<file path="src/matrix_inverse_4x4_lu_top_assert.svh">
// Assertion macros for the matrix inverse block
`ifndef MATRIX_INVERSE_4X4_LU_TOP_ASSERT_SVH
`define MATRIX_INVERSE_4X4_LU_TOP_ASSERT_SVH

// Implication checked on every rising clock edge while out of reset.
`define MI_ASSERT_IMPL(label, ante, cons, msg) \
label: assert property (@(posedge clk) disable iff (!rst_n) (ante) |-> (cons)) else $error(msg);

// Condition checked in the cycle after a trigger.
`define MI_ASSERT_NEXT(label, ante, cons, msg) \
label: assert property (@(posedge clk) disable iff (!rst_n) (ante) |=> (cons)) else $error(msg);

`endif

</file>
<file path="src/mi4_pkg.sv">
package mi4_pkg;

    localparam int DataW = 32;
    localparam int FracB = 16;
    localparam int WideW = 2 * DataW + 2;

    localparam logic [DataW-1:0] MaxPos = {1'b0, {(DataW-1){1'b1}}};
    localparam logic [DataW-1:0] OneQ   = DataW'(64'd1 << FracB);

    typedef logic signed [DataW-1:0] data_t;
    typedef logic [DataW:0]          mag_t;

    // shared arithmetic operations
    typedef enum logic [2:0] {
        OP_MUL = 3'd0,
        OP_DIV = 3'd1,
        OP_SUB = 3'd2,
        OP_KEY = 3'd3,
        OP_RCP = 3'd4
    } op_t;

    typedef struct packed {
        logic  start;
        op_t   op;
        data_t a;
        data_t b;
    } alu_req_t;

    typedef struct packed {
        logic  done;
        data_t res;
    } alu_rsp_t;

    function automatic mag_t magof(input data_t v);
        logic [DataW:0] e;
        begin
            e = {v[DataW-1], v};
            magof = v[DataW-1] ? (~e + 1'b1) : e;
        end
    endfunction

    // Saturate sign/magnitude to the signed range.
    function automatic data_t satf(input logic neg, input logic [WideW-1:0] m);
        logic [WideW-1:0] lim;
        logic [DataW-1:0] lo;
        begin
            lim = neg ? WideW'({1'b0, MaxPos}) + 1'b1 : WideW'(MaxPos);
            lo  = (m > lim) ? lim[DataW-1:0] : m[DataW-1:0];
            satf = neg ? data_t'(~lo + 1'b1) : data_t'(lo);
        end
    endfunction

endpackage

</file>
<file path="src/mi4_alu.sv">
module mi4_alu
    import mi4_pkg::*;
(
    input  logic     clk,
    input  logic     rst_n,
    input  alu_req_t req,
    output alu_rsp_t rsp
);

    localparam int QW = DataW + 2 * FracB + 1;
    localparam int CntW = $clog2(QW + 1);

    typedef enum logic [3:0] {
        A_IDLE = 4'b0001,
        A_MUL  = 4'b0010,
        A_DIV  = 4'b0100,
        A_DONE = 4'b1000
    } ast_t;

    ast_t             st_reg, st_next;
    op_t              op_reg;
    logic             neg_reg;
    mag_t             am_reg, bm_reg;
    logic [WideW-1:0] prod_reg;
    logic [QW-1:0]    num_reg;
    logic [QW-1:0]    quo_reg;
    logic [DataW:0]   rem_reg;
    logic [CntW-1:0]  cnt_reg;
    data_t            res_reg;

    logic [DataW+1:0] rtry;
    logic [DataW+1:0] rsh;
    logic [WideW-1:0] shp;

    always_comb
    begin
        rsh  = {rem_reg, num_reg[QW-1]};
        rtry = rsh - {1'b0, bm_reg};
        shp  = prod_reg >> FracB;
    end

    always_comb
    begin
        st_next = st_reg;
        unique case (st_reg)
            A_IDLE: if (req.start) st_next = (req.op == OP_DIV || req.op == OP_RCP) ? A_DIV
                                       : (req.op == OP_SUB) ? A_DONE : A_MUL;
            A_MUL:  st_next = A_DONE;
            A_DIV:  if (cnt_reg == '0) st_next = A_DONE;
            A_DONE: st_next = A_IDLE;
            default: st_next = A_IDLE;
        endcase
    end

    always_ff @(posedge clk or negedge rst_n)
    begin
        if (!rst_n)
            st_reg <= A_IDLE;
        else
            st_reg <= st_next;
    end

    always_ff @(posedge clk)
    begin
        unique case (st_reg)
            A_IDLE:
            begin
                op_reg  <= req.op;
                am_reg  <= magof(req.a);
                bm_reg  <= (req.op == OP_RCP) ? magof(req.a) : magof(req.b);
                rem_reg <= '0;
                quo_reg <= '0;
                cnt_reg <= CntW'(QW - 1);
                if (req.op == OP_RCP)
                begin
                    neg_reg <= 1'b0;
                    num_reg <= QW'(1) << (2 * FracB);
                end
                else
                begin
                    num_reg <= QW'(magof(req.a)) << FracB;
                    neg_reg <= (req.op == OP_SUB) ? req.a[DataW-1]
                             : (req.a[DataW-1] ^ req.b[DataW-1]);
                end
                if (req.op == OP_SUB)
                begin
                    // a - b: add magnitudes when signs differ
                    if (req.a[DataW-1] != req.b[DataW-1] || magof(req.b) == '0)
                        res_reg <= satf(req.a[DataW-1],
                                        WideW'(magof(req.a) + magof(req.b)));
                    else if (magof(req.a) >= magof(req.b))
                        res_reg <= satf(req.a[DataW-1],
                                        WideW'(magof(req.a) - magof(req.b)));
                    else
                        res_reg <= satf(~req.b[DataW-1],
                                        WideW'(magof(req.b) - magof(req.a)));
                end
            end
            A_MUL:
            begin
                prod_reg <= WideW'(am_reg * bm_reg);
            end
            A_DIV:
            begin
                num_reg <= num_reg << 1;
                cnt_reg <= cnt_reg - 1'b1;
                if (rtry[DataW+1] == 1'b0)
                begin
                    rem_reg <= rtry[DataW:0];
                    quo_reg <= {quo_reg[QW-2:0], 1'b1};
                end
                else
                begin
                    rem_reg <= rsh[DataW:0];
                    quo_reg <= {quo_reg[QW-2:0], 1'b0};
                end
            end
            A_DONE:
            begin
                unique case (op_reg)
                    OP_MUL: res_reg <= satf(neg_reg, shp);
                    OP_KEY: res_reg <= satf(1'b0, shp);
                    OP_DIV: res_reg <= (bm_reg == '0) ? '0 : satf(neg_reg, WideW'(quo_reg));
                    OP_RCP: res_reg <= satf(1'b0, WideW'(quo_reg));
                    OP_SUB: res_reg <= res_reg;
                    default: res_reg <= res_reg;
                endcase
            end
            default: ;
        endcase
    end

    // done pulses in the cycle after A_DONE, result valid then
    logic done_reg;
    always_ff @(posedge clk or negedge rst_n)
    begin
        if (!rst_n)
            done_reg <= 1'b0;
        else
            done_reg <= (st_reg == A_DONE);
    end

    assign rsp.done = done_reg;
    assign rsp.res  = res_reg;

endmodule

</file>
<file path="config.mk">
export PLATFORM = sky130hd
export DESIGN_NAME = mi4_alu
export DESIGN_NICKNAME = d
export VERILOG_FILES = /design/src/matrix_inverse_4x4_lu_top_assert.svh /design/src/mi4_pkg.sv /design/src/mi4_alu.sv
export SDC_FILE = /design/constraint.sdc
export NUM_CORES = 2
export LEC_CHECK = 0
export BUFFER_PORTS_ARGS = -buffer_cell sky130_fd_sc_hd__buf_2
export CAP_MARGIN = 10
export CORE_UTILIZATION = 48
export DETAILED_ROUTE_END_ITERATION = 12
export SLEW_MARGIN = 25
export SYNTH_ARGS = -nofsm -noshare
export SYNTH_HDL_FRONTEND = slang
export SYNTH_SLANG_ARGS = --single-unit
</file>
<file path="constraint.sdc">
create_clock -name clk -period 22.6 [get_ports clk]
set_input_delay 0 -clock clk [delete_from_list [all_inputs] [get_ports clk]]
set_output_delay 0 -clock clk [all_outputs]
set_load 0.02 [all_outputs]
</file>
==> impl_metrics.json <==
{
  "clock_skew_ns": 0.05294,
  "arrival_ns": 11.41,
  "grt_pass1_vias": 56210,
  "cts_max_level": 2,
  "final-hold-violation-count": 0,
  "grt_pass1_wl_mm": 357.6,
  "detail_route.wl_per_cell_um": 25.16,
  "synth_seq_cells": 311,
  "vias_per_cell": 5.986,
  "io_buffers": 102,
  "ios": 103,
  "routabilityCongestion": 0.9948,
  "syn-cell-area_um2": 65470,
  "startpoint_type": "primary input",
  "die_y_um": 371.3,
  "wl_met3_mm": 18.44,
  "antenna_left": 0,
  "synth_top_area_frac": 0.2939,
  "antenna_found_initial": 20,
  "row_count": 135,
  "wl_mm": 237.1,
  "wl_met1_mm": 95.40,
  "synth_cells": 7703,
  "worstSetupEndpointType": "flip-flop",
  "cts_root_buf": "clkbuf_16",
  "post_cts_buffers": 0,
  "drtIter0Drc": 5489,
  "slew_headroom": 0.2703,
  "syn_to_final_growth_pct": 5.996,
  "critPathMaxStageDelay_ns": 0.63,
  "numCtsBuffers": 38,
  "setup_viol": 0,
  "syn_avg_cell_area_um2": 8.499,
  "cts_tree": "done",
  "ys_warn_count": 0,
  "status": "finished, final reports clean",
  "r2r_start": "am_reg[17]",
  "yosysSeqAreaShare": 0.1423,
  "synth_top_flop_cell": "edfxtp_1",
  "grt_max_degree": 90,
  "hp-class": "in -> reg",
  "core_um2": 135500,
  "synth_common_cells": "1220 x inv_1, 1119 x nand2_1, 961 x fa_1",
  "grt_setup_unrepaired": "false",
  "required_ns": 23.02,
  "seq_area_um2": 9315,
  "tightest_slew_ns": 1.081,
  "period_share": 0.4860,
  "die_width_um": 371.3,
  "worstSetupPathType": "in -> reg",
  "fillers": 12930,
  "fmax_mhz": 91.05,
  "crit_fanout": 19,
  "cp_slowest_cell": "a2111oi_0",
  "holdCritStartpoint": "req[28]",
  "num_vias": 56410,
  "nets": 9195,
  "die-area_um2": 137900,
  "numClockSinks": 311,
  "grt.total_usage": 0.3464,
  "start_util": 0.4833,
  "wl_met2_mm": 110.3,
  "crit_path_frequent_cell": "o21ai_0",
  "yosysTopAreaCell": "fa_1",
  "synth_cell_types": 107,
  "fin_tns_setup_ns": 0,
  "ctsHoldBuffers": 39,
  "drt-pass1-iter-count": 9,
  "synth_area_leaders": "fa_1 29%, edfxtp_1 14%, ha_1 11%, inv_1 7.0%, nand2_1 6.4%",
  "top_layer": "met5",
  "cap_violations": 0,
  "min_period_ns": 10.98,
  "largest_reg_flops": 65,
  "drive_above_1_share": 0.05439,
  "clock_latency_ns": 0.63,
  "synth.most_common_cell": "inv_1",
  "drv_slew": 0,
  "synth_edf_count": 306,
  "crit_start": "req[32]",
  "overflow": 0,
  "multi_input_area_um2": 50010,
  "drc_errors": 0,
  "clock_tree.buffer_depth": 3,
  "path_clk_slew_ns": 0.06,
  "synth_async_sr_flop_share": 0.01608,
  "post_cts_resized": 0,
  "hpwl_mm": 178.8
}
metrics by stage:
step / hold WS [ns] / instances / worst slack [ns] / util / area [um2]
6_report: 0.03850 / 9424 / 11.62 / 0.5122 / 69390
5_1_grt: 0.05108 / 9419 / 10.89 / 0.5121 / 69380
4_1_cts: 0.01848 / 9410 / 11.94 / 0.5118 / 69340
3_5_place_dp: -0.1814 / 9303 / 11.70 / 0.5000 / 67730
3_3_place_gp: -0.1836 / 9303 / 11.96 / 0.4998 / 67710
2_1_floorplan: -0.2956 / 7709 / 13.44 / - / 65490
final timing paths:
kind | end | slack (ns) | cells after the start
min in group asynchronous | st_reg[1] | 0.31 | 3
hold / removal | bm_reg[28] | 0.04 | 4
setup / recovery | res_reg[30] | 11.62 | 34
hold reg to reg | num_reg[22] | 0.49 | 2
max in group asynchronous | st_reg[0] | 22.04 | 3
setup reg to reg | prod_reg[61] | 12.66 | 29
placed cells by master (no fill, tap or decap), drive strengths merged, types with 73 or more instances in the layout:
cell | netlist | layout
inv | 1224 | 1233
nand2 | 1119 | 1119
fa | 961 | 961
ha | 562 | 562
a21oi | 433 | 433
and2 | 386 | 386
nor2 | 353 | 353
o21ai | 343 | 343
edfxtp | 306 | 306
buf | 46 | 242
xnor2 | 163 | 163
nor3 | 141 | 141
nand3 | 108 | 108
a21o | 99 | 99
nand4 | 73 | 73
critical path: cells and delay by family:
kind	cells	cell delay [ns]
AND/OR/NAND/NOR	13	4.72
AO/OA/AOI/OAI	13	3.70
adder cells (fa/ha/maj)	3	1.10
buffers and inverters	3	1.03
XOR/XNOR	2	0.85
final cells by class:
| type | count | share of cell area |
|---|---|---|
| clock inverters | 26 | 0.003624 |
| clock buffers | 42 | 0.01392 |
| flip-flops and latches | 311 | 0.1342 |
| repair buffers | 281 | 0.02836 |
| inverters | 1230 | 0.06654 |
| diodes | 13 | 0.0004688 |
| multi-input cells | 5740 | 0.7207 |
| well taps | 1781 | 0.03211 |
per-layer routing:
metal / track usage / vias up
met3: 0.05748 / 501
met5: 0 / -
li1: - / 25110
met4: 0.1611 / 12
met1: 0.4522 / 28360
met2: 0.5611 / 2427
kinds of logic after synthesis:
group / Yosys count / share of synthesized area
buffers and inverters: 1658 / 0.09550
other: 2 / 0.0001147
adders and majority gates: 1523 / 0.4013
and+or+nand+nor: 2517 / 0.1835
DFF: 311 / 0.1423
xor gates and xnor gates: 218 / 0.02968
muxes: 38 / 0.005887
AOI/OAI and AO/OA: 1436 / 0.1417
Power is not shown: default switching activity piles up to over one toggle a cycle in this logic, so the estimate is an artifact.
